`config.mk`:
```
export PLATFORM = sky130hd
export DESIGN_NAME = extended_gcd
export DESIGN_NICKNAME = d
export VERILOG_FILES = /design/src/hw/rtl/egcd_pkg.sv /design/src/hw/rtl/extended_gcd.sv
export VERILOG_INCLUDE_DIRS = /design/src /design/src/hw/rtl
export SDC_FILE = /design/constraint.sdc
export NUM_CORES = 1
export LEC_CHECK = 0
export BUFFER_PORTS_ARGS = -buffer_cell sky130_fd_sc_hd__buf_2
export CELL_PAD_IN_SITES_DETAIL_PLACEMENT = 1
export CELL_PAD_IN_SITES_GLOBAL_PLACEMENT = 2
export CORE_MARGIN = 1
export CORE_UTILIZATION = 41
export CTS_CLUSTER_DIAMETER = 150
export DETAILED_ROUTE_END_ITERATION = 6
export GPL_TIMING_DRIVEN = 1
export PLACE_DENSITY = 0.92
export SKIP_LAST_GASP = 1
export SYNTH_ARGS = -nofsm -noshare
export SYNTH_HDL_FRONTEND = slang
export SYNTH_SLANG_ARGS = --single-unit
```
`constraint.sdc`:
```
create_clock -name i_clk -period 18.3 [get_ports i_clk]
set_input_delay 1.83 -clock i_clk [delete_from_list [all_inputs] [get_ports i_clk]]
set_output_delay 1.83 -clock i_clk [all_outputs]
set_load 0.05 [all_outputs]
```
`src/hw/rtl/extended_gcd_assert.svh`:
```
// Assertion macros used by the extended gcd RTL.
`ifndef EXTENDED_GCD_ASSERT_SVH
`define EXTENDED_GCD_ASSERT_SVH

// Same-cycle implication, checked outside reset.
`define EGCD_ASSERT_NOW(label, ante, cons) \
    label: assert property (@(posedge i_clk) disable iff (!i_rst_n) (ante) |-> (cons)) \
        else $error("extended_gcd assertion failed");

// Next-cycle implication, checked outside reset.
`define EGCD_ASSERT_NEXT(label, ante, cons) \
    label: assert property (@(posedge i_clk) disable iff (!i_rst_n) (ante) |=> (cons)) \
        else $error("extended_gcd assertion failed");

`endif

```
`src/hw/rtl/egcd_pkg.sv`:
```
`timescale 1ns / 1ps

package egcd_pkg;

    localparam int OPND_W   = 31;
    localparam int COEF_W   = 32;
    // Coefficients and products need two bits above the output width.
    localparam int ACC_W    = COEF_W + 2;
    localparam int CNT_W    = $clog2(OPND_W);
    localparam logic [CNT_W-1:0] DIV_LAST = CNT_W'(OPND_W - 1);

    typedef enum logic [3:0] {
        S_IDLE  = 4'b0001,
        S_CHECK = 4'b0010,
        S_DIV   = 4'b0100,
        S_UPD   = 4'b1000
    } t_state;

endpackage

```
`src/hw/rtl/extended_gcd.sv`:
```
`timescale 1ns / 1ps

// Extended Euclid: returns gcd(a, b) and coefficients with a*coef_a + b*coef_b = gcd.
// A request is taken when start is high and busy is low; the result shows for one
// cycle on o_result_valid and must be captured then, since the receiver cannot stall.
// Each Euclid step is a zero test, a pass of the shared bit-serial restoring divider
// and one coefficient update; 31-bit operands need up to 45 steps. The divider also
// forms quotient*coefficient by shift-and-add, one quotient bit per cycle. busy is
// high from the request until the result is issued.
module extended_gcd (
    input  logic                                i_clk,
    input  logic                                i_rst_n,
    input  logic                                start,
    output logic                                busy,
    input  logic [egcd_pkg::OPND_W-1:0]         i_operand_a,
    input  logic [egcd_pkg::OPND_W-1:0]         i_operand_b,
    output logic                                o_result_valid,
    output logic [egcd_pkg::OPND_W-1:0]         o_gcd_value,
    output logic signed [egcd_pkg::COEF_W-1:0]  o_coef_a,
    output logic signed [egcd_pkg::COEF_W-1:0]  o_coef_b
);

`include "extended_gcd_assert.svh"

    egcd_pkg::t_state r_state, n_state;

    logic [egcd_pkg::OPND_W-1:0]        r_prev_rem, n_prev_rem;
    logic [egcd_pkg::OPND_W-1:0]        r_cur_rem, n_cur_rem;
    logic signed [egcd_pkg::ACC_W-1:0]  r_prev_x, n_prev_x;
    logic signed [egcd_pkg::ACC_W-1:0]  r_cur_x, n_cur_x;
    logic signed [egcd_pkg::ACC_W-1:0]  r_prev_y, n_prev_y;
    logic signed [egcd_pkg::ACC_W-1:0]  r_cur_y, n_cur_y;
    logic signed [egcd_pkg::ACC_W-1:0]  r_acc_x, n_acc_x;
    logic signed [egcd_pkg::ACC_W-1:0]  r_acc_y, n_acc_y;
    logic [egcd_pkg::OPND_W-1:0]        r_div_rem, n_div_rem;
    logic [egcd_pkg::OPND_W-1:0]        r_div_num, n_div_num;
    logic [egcd_pkg::CNT_W-1:0]         r_div_cnt, n_div_cnt;

    logic                               r_valid, n_valid;
    logic [egcd_pkg::OPND_W-1:0]        r_gcd, n_gcd;
    logic signed [egcd_pkg::COEF_W-1:0] r_coef_a, n_coef_a;
    logic signed [egcd_pkg::COEF_W-1:0] r_coef_b, n_coef_b;

    logic [egcd_pkg::OPND_W:0]          w_part;
    logic [egcd_pkg::OPND_W:0]          w_diff;
    logic                               w_ge;

    // One restoring-division step: bring down the next dividend bit and try a subtract.
    assign w_part = {r_div_rem, r_div_num[egcd_pkg::OPND_W-1]};
    assign w_diff = w_part - {1'b0, r_cur_rem};
    assign w_ge   = (w_part >= {1'b0, r_cur_rem});

    always_comb begin
        n_state    = r_state;
        n_prev_rem = r_prev_rem;
        n_cur_rem  = r_cur_rem;
        n_prev_x   = r_prev_x;
        n_cur_x    = r_cur_x;
        n_prev_y   = r_prev_y;
        n_cur_y    = r_cur_y;
        n_acc_x    = r_acc_x;
        n_acc_y    = r_acc_y;
        n_div_rem  = r_div_rem;
        n_div_num  = r_div_num;
        n_div_cnt  = r_div_cnt;
        n_valid    = 1'b0;
        n_gcd      = r_gcd;
        n_coef_a   = r_coef_a;
        n_coef_b   = r_coef_b;

        case (r_state)
            egcd_pkg::S_IDLE: begin
                if (start) begin
                    n_prev_rem = i_operand_a;
                    n_cur_rem  = i_operand_b;
                    n_prev_x   = egcd_pkg::ACC_W'(1);
                    n_cur_x    = '0;
                    n_prev_y   = '0;
                    n_cur_y    = egcd_pkg::ACC_W'(1);
                    n_state    = egcd_pkg::S_CHECK;
                end
            end
            egcd_pkg::S_CHECK: begin
                if (r_cur_rem == '0) begin
                    n_valid  = 1'b1;
                    n_gcd    = r_prev_rem;
                    n_coef_a = r_prev_x[egcd_pkg::COEF_W-1:0];
                    n_coef_b = r_prev_y[egcd_pkg::COEF_W-1:0];
                    n_state  = egcd_pkg::S_IDLE;
                end else begin
                    n_div_rem = '0;
                    n_div_num = r_prev_rem;
                    n_div_cnt = '0;
                    n_acc_x   = '0;
                    n_acc_y   = '0;
                    n_state   = egcd_pkg::S_DIV;
                end
            end
            egcd_pkg::S_DIV: begin
                n_div_rem = w_ge ? w_diff[egcd_pkg::OPND_W-1:0]
                                 : w_part[egcd_pkg::OPND_W-1:0];
                n_div_num = {r_div_num[egcd_pkg::OPND_W-2:0], 1'b0};
                // Horner form of quotient times the current coefficients, MSB first.
                n_acc_x   = (r_acc_x <<< 1) + (w_ge ? r_cur_x : '0);
                n_acc_y   = (r_acc_y <<< 1) + (w_ge ? r_cur_y : '0);
                n_div_cnt = r_div_cnt + 1'b1;
                if (r_div_cnt == egcd_pkg::DIV_LAST) begin
                    n_state = egcd_pkg::S_UPD;
                end
            end
            egcd_pkg::S_UPD: begin
                n_prev_rem = r_cur_rem;
                n_cur_rem  = r_div_rem;
                n_prev_x   = r_cur_x;
                n_cur_x    = r_prev_x - r_acc_x;
                n_prev_y   = r_cur_y;
                n_cur_y    = r_prev_y - r_acc_y;
                n_state    = egcd_pkg::S_CHECK;
            end
            default: begin
                n_state = egcd_pkg::S_IDLE;
            end
        endcase
    end

    always_ff @(posedge i_clk) begin
        if (!i_rst_n) begin
            r_state   <= egcd_pkg::S_IDLE;
            r_valid   <= 1'b0;
            r_div_cnt <= '0;
        end else begin
            r_state   <= n_state;
            r_valid   <= n_valid;
            r_div_cnt <= n_div_cnt;
        end
    end

    always_ff @(posedge i_clk) begin
        r_prev_rem <= n_prev_rem;
        r_cur_rem  <= n_cur_rem;
        r_prev_x   <= n_prev_x;
        r_cur_x    <= n_cur_x;
        r_prev_y   <= n_prev_y;
        r_cur_y    <= n_cur_y;
        r_acc_x    <= n_acc_x;
        r_acc_y    <= n_acc_y;
        r_div_rem  <= n_div_rem;
        r_div_num  <= n_div_num;
        r_gcd      <= n_gcd;
        r_coef_a   <= n_coef_a;
        r_coef_b   <= n_coef_b;
    end

    assign busy           = (r_state != egcd_pkg::S_IDLE);
    assign o_result_valid = r_valid;
    assign o_gcd_value    = r_gcd;
    assign o_coef_a       = r_coef_a;
    assign o_coef_b       = r_coef_b;

    `EGCD_ASSERT_NEXT(a_accept_busy, start && !busy, busy)
    `EGCD_ASSERT_NOW(a_result_idle, o_result_valid, !busy)
    `EGCD_ASSERT_NOW(a_result_from_check, o_result_valid, $past(r_state) == egcd_pkg::S_CHECK)
    `EGCD_ASSERT_NEXT(a_div_end, (r_state == egcd_pkg::S_DIV) && (r_div_cnt == egcd_pkg::DIV_LAST), r_state == egcd_pkg::S_UPD)
    `EGCD_ASSERT_NOW(a_rem_below_divisor, r_state == egcd_pkg::S_UPD, r_div_rem < r_cur_rem)

endmodule

```
After elaboration in Yosys (flattened, before gate mapping)
Index checks and enable logic that the tools add are counted.
W data, S select, Z words.

storage, ports and cells
  register bits = 433
  word-level logic and storage cells = 67
  bits of input ports = 65

cells by class
  $add $sub $neg = 6
  reductions and logical operators = 8
  equal/unequal tests = 9
  muxes and demuxes = 27
  magnitude comparators = 1

operators by type and width
  cell                   count
  $pmux W34 S2           6
  $pmux W31 S2           4
  $mux W34               5
  $mux W31               5
  $add A34 B34 Y34       2
  $sub A34 B34 Y34       2
  $ge A32 B31 Y1         1
  $logic_not A31 Y1      1
  $sub A31 B31 Y31       1
  $pmux W4 S4            1
  $pmux W5 S2            1
  $reduce_and A2 Y1      5
  $mux W4                2
  $ne A2 B2 Y1 const B   3
  $add A5 B1 Y5 const B  1
  $eq A5 B5 Y1 const B   1
  $mux W5                1
  $eq A4 B1 Y1 const B   1
  $eq A4 B2 Y1 const B   1
  $eq A4 B3 Y1 const B   1
  $eq A4 B4 Y1 const B   1
  $ne A4 B1 Y1 const B   1
  $reduce_bool A2 Y1     2
  $mux W3                1
  $mux W1                1

Logic depth before layout (Yosys ltp)
Gate-level depths: netlist of the first run.

  depth in word-level cells = 4
  gate-level depth with buffers = 23
  gate-level depth less buffers = 21

Worst setup path before layout of the first run
No wires, ideal clock.

  path type = input -> register
  start = in start
  end = reg r_state[1]
  stages on the path = 3
  slack = 1.837 ns
  data arrival time = 16.322 ns
  buffers on the path = 0
  cell sequence = inv_1 o21ai_0 and3_1

on the way
  word-level cells in the longest chain between the ends = 2

RTL lines
  what                         line                 RTL
  start: declaration           extended_gcd.sv:13   input logic start,
  $ne A2 B2 Y1 (no line)       n/a
  $reduce_and A2 Y1 (no line)  n/a
  end signal: assignment       extended_gcd.sv:128  r_state <= egcd_pkg::S_IDLE;
  end signal: assignment       extended_gcd.sv:132  r_state <= n_state;
  end: declaration             extended_gcd.sv:25   egcd_pkg::t_state r_state, n_state;

No other way between the ends.
A chain may end at the register's enable or synchronous reset.

Worst setup path after layout of the first run
  start = reg r_cur_rem[0] (netlist name)
  end = reg r_acc_x[30] (netlist name) (data pin)

on the way
  word-level cells in the longest chain between the ends = 4

RTL lines
  what                      line                 RTL
  start: declaration        extended_gcd.sv:28   logic [egcd_pkg::OPND_W-1:0] r_cur_rem, n_cur_rem;
  start signal: assignment  extended_gcd.sv:140  r_cur_rem <= n_cur_rem;
  $ge A32 B31 Y1            extended_gcd.sv:51   assign w_ge = (w_part >= {1'b0, r_cur_rem});
  $mux W34                  extended_gcd.sv:104  n_acc_x = (r_acc_x <<< 1) + (w_ge ? r_cur_x : '0);
  $add A34 B34 Y34          extended_gcd.sv:104
  $pmux W34 S2              extended_gcd.sv:71   case (r_state)
  end signal: assignment    extended_gcd.sv:145  r_acc_x <= n_acc_x;
  end: declaration          extended_gcd.sv:33   logic signed [egcd_pkg::ACC_W-1:0] r_acc_x, n_acc_x;

No other way between the ends.

==> results of run 1 <==
-- power groups by stage --
stage	registers, mW	clock network (mW)	logic [mW]
after global routing	1.12	0.975	0.309
after floorplan	1.14	0	0.206
after detailed placement	1.13	0	0.275
after global placement	1.13	0	0.266
after CTS	1.11	0.943	0.279
final	1.11	0.920	0.279
-- cell usage in the layout, fill, tap and decap left out, types with 15 or more instances in the layout --
cell       Yosys  layout
o21ai_0      107     106
nand2b_1      22      22
nand2_1      290     289
and2_1       133     132
buf_2          4     161
inv_1        135     135
nor2b_1       19      19
edfxtp_1     411     411
buf_4          0      15
a31oi_1       17      17
clkbuf_16      0      49
xor2_1        45      45
and3_1        25      25
a21oi_1      117     117
xnor2_1       70      70
ha_1         155     155
nor2_1       201     201
o21bai_1      21      21
a211oi_1      29      29
mux2i_1       23      23
nand3_1       33      33
nand4_1       16      16
a21o_1        66      66
nor3_1        35      34
o21a_1        29      29
-- cells by family (layout without fill, tap and decap cells) --
group	Yosys count	in the layout
simple gates	821	821
compound gates	481	481
flops	421	421
buf+inv	208	394
fa+ha+maj	160	160
xor+xnor	116	116
mux	23	23
other cells	0	1
-- metal layers --
metal	share of wire, %	vias up	track usage, %
li1	-	8306	-
met1	45	8711	27.24
met2	49	292	36.85
met3	3.6	93	3.179
met4	2.5	0	6.329
met5	0	-	0
-- state kept, by name, summed over array words and instances (netlist names), 5 cells and up --
name         cells
o_coef_b        32
r_div_cnt        5
r_acc_y         32
r_div_rem       31
r_div_num       31
r_cur_y         32
r_acc_x         32
r_cur_x         32
r_prev_y        32
r_prev_x        32
o_coef_a        32
r_prev_rem      31
r_cur_rem       31
o_gcd_value     31
-- synth_stat cells (22+ instances only) --
| cell type | number | area (um^2) |
|---|---|---|
| o21ai_0 | 107 | 535.5 |
| o21a_1 | 29 | 217.7 |
| ha_1 | 155 | 1939 |
| and3_1 | 25 | 156.4 |
| nor3_1 | 35 | 175.2 |
| nand3_1 | 33 | 165.2 |
| a211oi_1 | 29 | 217.7 |
| clkbuf_1 | 64 | 240.2 |
| xnor2_1 | 70 | 613.1 |
| a21o_1 | 66 | 495.5 |
| mux2i_1 | 23 | 230.2 |
| and2_1 | 133 | 832.1 |
| nor2_1 | 201 | 754.5 |
| a21oi_1 | 117 | 585.6 |
| xor2_1 | 45 | 394.1 |
| inv_1 | 135 | 506.7 |
| edfxtp_1 | 411 | 12340 |
| nand2_1 | 290 | 1089 |
| nand2b_1 | 22 | 137.6 |
-- cell type report --
cell class              instances  area [um^2]  share of cell area (%)
well taps                     756        945.9                   3.538
clock buffers                  61         1271                   4.755
flip-flops and latches        421        12540                   46.92
clock inverters                22        175.2                  0.6552
multi-input cells            1601        10370                   38.80
repair buffers                176        918.4                   3.435
diodes                          1        2.502                0.009361
inverters                     135        506.7                   1.896
-- worst max-delay path, stage by stage, from the launching register on --
cell and delay (ns):
edfxtp_1 0.43, ha_1 0.26, fa_1 0.40, nor2b_1 0.17, o31a_1 0.19, o31a_1 0.23
or4_4 0.17, a31oi_4 0.09, o211ai_4 0.64, buf_4 0.56, buf_4 0.54, and2_1 0.21
ha_1 0.27, a21o_1 0.22, a221o_1 0.39, a31oi_1 0.26, a2111oi_0 0.17, nor3_2 0.35
o221ai_1 0.25, a311oi_1 0.41, xor2_1 0.18, nor2_1 0.05
-- worst min-delay path by stage --
stage,start,end,cells past startpoint
floorplan,r_prev_rem[0],o_gcd_value[0],0
global placement,r_prev_rem[28],o_gcd_value[28],0
detailed placement,r_prev_rem[27],o_gcd_value[27],0
CTS,r_prev_rem[27],o_gcd_value[27],0
global route,r_prev_rem[28],o_gcd_value[28],0
finish,r_prev_x[0],o_coef_a[0],0
-- stage by stage --
stage               power [mW]  cell area [um^2]  util [%]  hold WS, ns
global placement         1.399             25280     44.58       0.4344
CTS                      2.336             26730     47.13       0.4524
global route             2.402             26730     47.14       0.4612
floorplan                1.350             23670         -       0.4174
finish                   2.314             26730     47.14       0.4520
detailed placement       1.410             25280     44.58       0.4380
==> flow_metrics.tcl, run 1 <==
set metrics [dict create \
    setup_tns_ns 0 \
    synth_cell_types 78 \
    synth_mux_area_share_pct 0.9727 \
    io_pins 162 \
    synthArstFlopShare_pct 0 \
    cts-hold-fix-buffers 0 \
    status "completed" \
    dieHeight_um 242.3 \
    wire_per_inst_um 19.63 \
    firstDrtPassIters 7 \
    max_cap_viol_count 0 \
    layout.cells.non_filler 3173 \
    pwr-share-clk_pct 39.8 \
    power_switching_mw 0.5820 \
    coreArea_mm2 0.05671 \
    crit_start "r_cur_rem[0]" \
    syn-cell-area_mm2 0.02367 \
    ctsResizeCount 0 \
    fin_crit_sh_pct 36.85 \
    r2r_end "r_acc_x[30]" \
    syn_nets 2455 \
    dp.cells 3089 \
    fin_skew_ns 0.01903 \
    worstMarginPinSlew_ns 1.041 \
    die_area_mm2 0.05869 \
    synth_fa_ha_area_share_pct 8.617 \
    fillers 6249 \
    power.internal_mw 1.732 \
    cts_tree "yes" \
    viasPerCell 5.484 \
    ys.flop_type "edfxtp_1" \
    crit_fanout 52 \
    clkTransAtPathRegs_ns 0.06 \
    cp.arrival_ns 7.04 \
    syn_inst 2230 \
    clock_insertion_delay_worst_skew_ns 0.59 \
    overflow 0 \
    via_count 17400 \
    r2r_cells 21 \
    cts_buffers 47 \
    start_kind "flip-flop" \
    synth-edff-count 411 \
    swShare_pct 25.15 \
    synth_simple_gate_area_share_pct 16.42 \
    final.min_clock_period_ns 6.743 \
    antenna_found_initial 1 \
    power_density_mw_per_mm2 86.55 \
    synth_compound_area_share_pct 13.30 \
    required_ns 18.59 \
    p_comb_share_pct 12.0 \
    synth_xor_area_share_pct 4.351 \
    hold_viol 0 \
    min_path_type "flip-flop to flip-flop" \
    ys_seq_elements 421 \
    ir_drop_v 0.00005545 \
    fin_nets 2607 \
    drc 0 \
    synth_top_family_by_area "simple AND/OR/NAND/NOR gates" \
    cp-endpoint "r_acc_x[30]" \
    io_buffer_count 161 \
    grt_usage_pct 21.23 \
    ys_warn_count 0 \
    ctsRootBufferMaster "clkbuf_16" \
    grt_max_degree 90 \
    seq_area_frac_synth_pct 52.99 \
    place_congestion 0.8636 \
    routed_wirelength_um 62290 \
    htree_levels 2 \
    start_util_pct 41.73 \
    avgSynthCellArea_um2 10.61 \
    reg2reg_slack_ns 11.56 \
    critPathCaptureType "flip-flop" \
    setup_ws_ns 11.56 \
    setup_violations 0 \
    drt_iter0_markers 915 \
    postRouteAntennaNets 0 \
    drv_slew 0 \
    dieWidth_um 242.3 \
    clock_path_buffers 3 \
    maxSlewHeadroom_pct 28.82 \
    rsz0062_at_grt "false" \
    cts_setup_buffers 0 \
    cts.sinks 421 \
    power.leakage_nw 11.05 \
    area_growth_pct 12.95 \
    drive_gt1_share_pct 10.84 \
    dp_hpwl_um 43500 \
    seqPwrFrac_pct 48.2 \
    max_freq_ghz 0.1483 \
    reg2reg_from "r_cur_rem[0]" \
    grt_pass1_vias 19020 \
    grt_pass1_wl_um 101100 \
    dp_slack_ns 11.58 \
    num_rows 87 \
    worst-setup-path-type "flip-flop to flip-flop" \
]
(Power assumes the default switching activity.)
==> run 2, diff against run 1 <==
ABC_AREA = 1   (was unset)
CORE_UTILIZATION = 38   (was 41)
PLACE_DENSITY = 0.91   (was 0.92)
clock period = 6.8 ns   (was 18.3 ns; I/O delays follow)
==> run 2 against run 1 <==
Net effect: die area up 12%; synthesized cell count up 27%; via count rose by 19%; clock power grew to 3.0 times the previous value; utilization is 3.1 points lower; setup slack worse by 9.6 ns; global-route usage up 2.2 points; sequential share of layout area fell by 2.1 points; area after synthesis increased by 3.9%; power rose to 4.2 times the previous value; non-clock buffer count decreased by 1.
==> flow_metrics.tcl, run 2 <==
set metrics [dict create \
    status "completed" \
    drc 0 \
    synth.area.top_cells "edfxtp_1 (50%), nand2_1 (9.8%), ha_1 (7.9%)" \
    die_area_mm2 0.06575 \
    power.leakage_nw 11.93 \
    synthArstFlopShare_pct 0 \
    power_density_mw_per_mm2 346.9 \
    required_ns 7.14 \
    fin_crit_sh_pct 70.87 \
    path_buf_inv 2 \
    synth_top_area_share_pct 50.17 \
    worstMarginPinSlew_ns 1.113 \
    synth_cell_types 48 \
    power.internal_mw 5.989 \
    clock_insertion_delay_worst_skew_ns 0.60 \
    power_switching_mw 3.718 \
    area_growth_pct 13.75 \
    syn_inst 2841 \
    viasPerCell 5.318 \
    antenna_found_initial 1 \
    cts_tree "yes" \
    dp_hpwl_um 58150 \
    ctsResizeCount 0 \
    grt_max_degree 77 \
    num_rows 92 \
    synth_top_area_cell "edfxtp_1" \
    synth_most_common_cell "nand2_1" \
    grt_pass1_vias 22160 \
    rsz0062_at_grt "false" \
    critPathCaptureType "flip-flop" \
    synthTopCellsByCount "nand2_1 (642), edfxtp_1 (411), nor2_1 (377)" \
    dieHeight_um 256.4 \
    grt_pass1_wl_um 122500 \
    start_util_pct 38.71 \
    setup_violations 0 \
    cp_top_family "simple AND/OR/NAND/NOR gates" \
    final_cell_mix "nand2_1 (642), edfxtp_1 (411), nor2_1 (376), inv_1 (331), a21oi_1 (319)" \
    cts-hold-fix-buffers 0 \
    ctsRootBufferMaster "clkbuf_16" \
    maxSlewHeadroom_pct 25.77 \
    place_congestion 0.9190 \
    htree_levels 2 \
    max_freq_ghz 0.2075 \
    firstDrtPassIters 5 \
    ys_seq_elements 421 \
    antenna_cells 0 \
    coreArea_mm2 0.06354 \
    ys_warn_count 0 \
    min_path_type "input port to flip-flop" \
    fin_nets 3237 \
    dieWidth_um 256.4 \
    pwr-share-clk_pct 28.4 \
    ys.flop_type "edfxtp_1" \
    crit_chain "ha_1 -> a21oi_1 -> nor2_1 -> nor2_1 -> nand2_1 -> a21oi_2 -> nand2_4 -> inv_2 -> buf_4 -> nor2_1 -> ha_1 -> fa_1 -> nand2_1 -> nand2_1 -> o21ai_1 -> o21ai_1 -> nand2_1 -> nand2_1 -> a21oi_1 -> nand3_2 -> nand2_1 -> nor2_1" \
    setup_tns_ns 0 \
    swShare_pct 38.30 \
    final_common_cell "nand2_1" \
    syn-cell-area_mm2 0.02460 \
    drt_iter0_markers 1169 \
    cts.sinks 421 \
    final.min_clock_period_ns 4.819 \
    grt_usage_pct 23.43 \
    crit_top_cell "nand2_1" \
    cts_buffers 50 \
    crit_fanout 38 \
    routed_wirelength_um 77350 \
    postRouteAntennaNets 0 \
    clkTransAtPathRegs_ns 0.06 \
    worst-setup-path-type "flip-flop to flip-flop" \
    start_kind "flip-flop" \
    drv_slew 0 \
    io_pins 162 \
    fin_total_pwr_mw 9.707 \
    via_count 20720 \
    ir_drop_v 0.0002148 \
    synth-edff-count 411 \
    cp.arrival_ns 5.16 \
    overflow 0 \
    wire_per_inst_um 19.85 \
    drive_gt1_share_pct 9.180 \
    io_buffer_count 161 \
    syn_nets 3066 \
    p_comb_share_pct 34.1 \
    clock_path_buffers 3 \
    max_cap_viol_count 0 \
    fin_skew_ns 0.01297 \
    seq_area_frac_synth_pct 50.99 \
    cpPeakStageDelay_ns 0.61 \
    seqPwrFrac_pct 37.5 \
    slowest_stage "inv_2" \
    hold_viol 0 \
    cts_setup_buffers 0 \
    avgSynthCellArea_um2 8.658 \
]
==> run 2: cell types whose count changed after synthesis, moves of 53 or more <==
cell / previous run / this run
inv_1: 135 / 334
nor2_1: 201 / 377
nand2_1: 290 / 642
a21o_1: 66 / 13
o21ai_0: 107 / 234
and2_1: 133 / 0
a21oi_1: 117 / 319
xnor2_1: 70 / 13
==> run 2: per-layer routing <==
metal,up-vias,track usage (%),wire (um)
met4,2,5.423,1540
met5,-,0,13
met2,346,41.08,37980
met1,10240,30.71,35180
met3,100,2.906,2634
li1,10030,-,-
==> run 2: kinds of logic (layout without fill, tap and decap cells) <==
group	Yosys count	count (layout)	synth area share (%)
AO/OA/AOI/OAI	662	662	14.45
XOR/XNOR	23	23	0.8189
adder cells (fa/ha/maj)	160	160	8.291
buffers and inverters	394	603	6.205
flip-flops	421	421	50.99
AND/OR/NAND/NOR	1181	1181	19.25
==> run 2: worst paths after layout <==
check                    to  slack, ns     startpoint  depth (start not counted)
max             r_acc_y[31]       1.98  r_div_rem[20]                         22
min              r_state[0]       0.35        i_rst_n                          2
max reg2reg     r_acc_y[31]       1.98  r_div_rem[20]                         22
min reg2reg  o_gcd_value[7]       0.46  r_prev_rem[7]                          0
==> run 2: power groups by stage <==
stage	logic [mW]	clock network (mW)	registers, mW
after floorplan	2.29	0	3.64
after detailed placement	3.27	0	3.69
after global routing	3.70	2.91	3.68
after CTS	3.30	2.82	3.64
after global placement	3.17	0	3.67
final	3.31	2.75	3.64
==> run 2: area by class of cell <==
class | instances | area [um^2]
fill | 7614 | 35560
clock inverter | 29 | 289.0
tap | 846 | 1059
timing repair buffer | 175 | 910.9
clock buffer | 61 | 1356
inverter | 338 | 1274
multi-input combinational | 2026 | 10550
sequential | 421 | 12540
==> run 2: worst register-to-register path, cell delays in order, from the launching register on <==
cell	delay, ns
edfxtp_1	0.42
ha_1	0.39
a21oi_1	0.19
nor2_1	0.06
nor2_1	0.18
nand2_1	0.12
a21oi_2	0.19
nand2_4	0.07
inv_2	0.61
buf_4	0.38
nor2_1	0.07
ha_1	0.21
fa_1	0.41
nand2_1	0.11
nand2_1	0.06
o21ai_1	0.17
o21ai_1	0.18
nand2_1	0.09
nand2_1	0.18
a21oi_1	0.26
nand3_2	0.10
nand2_1	0.08
nor2_1	0.05
==> run 2: stage by stage <==
step	hold WS, ns	worst slack [ns]	util, %	instance area, um^2	instances
floorplan	0.4264	0.2589	-	24600	2841
global placement	0.4395	2.268	41.45	26340	3806
detailed placement	0.4368	2.026	41.45	26340	3806
CTS	0.3207	1.968	44.04	27980	3896
global route	0.3217	1.610	44.04	27980	3896
finish	0.3530	1.981	44.04	27980	3896
==> run 3, diff against run 2 <==
clock period = 4.9 ns   (was 6.8 ns; I/O delays follow)
==> run 3 against run 2 <==
Net effect: power increased by 41%; largest cell class unchanged; flip-flop and latch count unchanged; final cell count increased by 0.18%; register-to-register slack got worse by 1.3 ns; utilization rose by 0.24 points; critical path depth unchanged.
==> flow_metrics.tcl, run 3 (synthesis gave the netlist of run 2 again) <==
set metrics [dict create \
    dpl_cell_area_mm2 0.02637 \
    slowest_stage "o21ai_1" \
    clock_path_buffers 3 \
    critPathCaptureType "flip-flop" \
    cp_top_family "simple AND/OR/NAND/NOR gates" \
    cts.sinks 421 \
    crit_chain "inv_1 -> ha_1 -> a21oi_1 -> o21ai_1 -> nand2_1 -> nand2_1 -> a21oi_2 -> nand2_4 -> inv_4 -> nor2_1 -> ha_1 -> nand2_1 -> nor2_1 -> nand4_1 -> o21ai_1 -> nand2_1 -> nand2_1 -> nand2_1 -> nand2_1 -> nand2_1 -> inv_1 -> nor2_1" \
    worstMarginPinSlew_ns 1.166 \
    firstDrtPassIters 5 \
    dieWidth_um 256.4 \
    grt_max_degree 95 \
    ctsResizeCount 0 \
    io_buffer_count 161 \
    ir_drop_v 0.0002896 \
    dieHeight_um 256.4 \
    cp.arrival_ns 4.60 \
    overflow 0 \
    start_util_pct 38.71 \
    status "completed" \
    cpPeakStageDelay_ns 0.45 \
    via_count 20670 \
    power_switching_mw 5.228 \
    drc 0 \
    power.internal_mw 8.481 \
    die_area_mm2 0.06575 \
    antenna_found_initial 3 \
    setup_tns_ns 0 \
    maxSlewHeadroom_pct 22.25 \
    viasPerCell 5.295 \
    final_cell_mix "nand2_1 (642), edfxtp_1 (411), nor2_1 (376), inv_1 (331), a21oi_1 (319)" \
    crit_top_cell "nand2_1" \
    crit_fanout 29 \
    drt_iter0_markers 1140 \
    seqPwrFrac_pct 36.8 \
    power.leakage_nw 12.00 \
    cts-hold-fix-buffers 0 \
    path_buf_inv 3 \
    clkTransAtPathRegs_ns 0.06 \
    fin_crit_sh_pct 86.86 \
    dp_hpwl_um 57600 \
    cts_tree "yes" \
    place_congestion 0.9433 \
    fin_skew_ns 0.02899 \
    power_density_mw_per_mm2 487.2 \
    ctsRootBufferMaster "clkbuf_16" \
    grt_pass1_wl_um 120800 \
    cts_setup_buffers 0 \
    wire_per_inst_um 19.64 \
    fillers 7554 \
    grt_usage_pct 23.14 \
    drive_gt1_share_pct 9.748 \
    drv_slew 0 \
    fin_area_mm2 0.02814 \
    postRouteAntennaNets 0 \
    max_cap_viol_count 0 \
    cts_buffers 50 \
    io_pins 162 \
    htree_levels 2 \
    max_freq_ghz 0.2349 \
    swShare_pct 38.14 \
    hold_viol 0 \
    routed_wirelength_um 76640 \
    pwr-share-clk_pct 29.4 \
    min_path_type "input port to flip-flop" \
    p_comb_share_pct 33.7 \
    required_ns 5.25 \
    setup_violations 0 \
    rsz0062_at_grt "false" \
    antenna_cells 0 \
    start_kind "flip-flop" \
    coreArea_mm2 0.06354 \
    grt_pass1_vias 21830 \
    worst-setup-path-type "flip-flop to flip-flop" \
    area_growth_pct 14.38 \
    clock_insertion_delay_worst_skew_ns 0.61 \
    num_rows 92 \
    fin_nets 3242 \
    final_common_cell "nand2_1" \
    final.min_clock_period_ns 4.256 \
]
[run 3: layout make-up]
type                            count  area, um^2  share of cell area, %
Timing Repair Buffer              180       948.4                  3.371
Clock buffer                       53        1284                  4.563
Multi-Input combinational cell   2026       10550                  37.50
Sequential cell                   421       12540                  44.58
Clock inverter                     39       476.7                  1.694
Tap cell                          846        1059                  3.762
Inverter                          338        1276                  4.536
[run 3: through the flow]
stage          util, %  power, mW  setup slack, ns  instances  hold slack, ns
2_1_floorplan        -      8.187           0.4639       2841          0.4264
3_3_place_gp     41.51      9.551           0.5698       3811          0.4415
3_5_place_dp     41.51      9.698           0.4201       3811          0.4400
4_1_cts          44.28      13.81           0.3557       3903          0.1282
5_1_grt          44.28      14.52           0.2688       3903          0.1580
6_report         44.28      13.71           0.6436       3903          0.1677
[run 3: worst paths after layout]
check / start / slack [ns] / depth (start not counted) / end
setup / recovery: r_cur_rem[27] / 0.64 / 22 / r_acc_y[25]
hold / removal: i_operand_b[14] / 0.17 / 3 / r_cur_rem[14]
setup reg to reg: r_cur_rem[27] / 0.64 / 22 / r_acc_y[25]
hold reg to reg: r_prev_rem[26] / 0.45 / 0 / o_gcd_value[26]
[run 3: worst register-to-register path, delay by kind of cell, from the launching register on]
kind	cells	cell delay [ns]
adder cells (fa/ha/maj)	2	0.70
AO/OA/AOI/OAI	4	0.96
AND/OR/NAND/NOR	13	1.35
flip-flops	1	0.44
buffers and inverters	3	0.55
[run 3: layer usage]
| layer | vias up | part of all wire (%) | wire [um] | track usage [%] |
|---|---|---|---|---|
| li1 | 10040 | - | - | - |
| met1 | 10140 | 45 | 34750 | 30.67 |
| met2 | 381 | 49 | 37650 | 40.48 |
| met3 | 101 | 3.4 | 2643 | 2.086 |
| met4 | 2 | 2.1 | 1588 | 5.952 |
| met5 | - | 0.017 | 13 | 0 |
[run 3: power groups by stage]
stage          logic [mW]  clock network [mW]  registers, mW
5_1_grt              5.17                4.25           5.10
4_1_cts              4.62                4.14           5.06
2_1_floorplan        3.18                   0           5.01
3_3_place_gp         4.45                   0           5.10
6_report             4.63                4.04           5.05
3_5_place_dp         4.57                   0           5.12
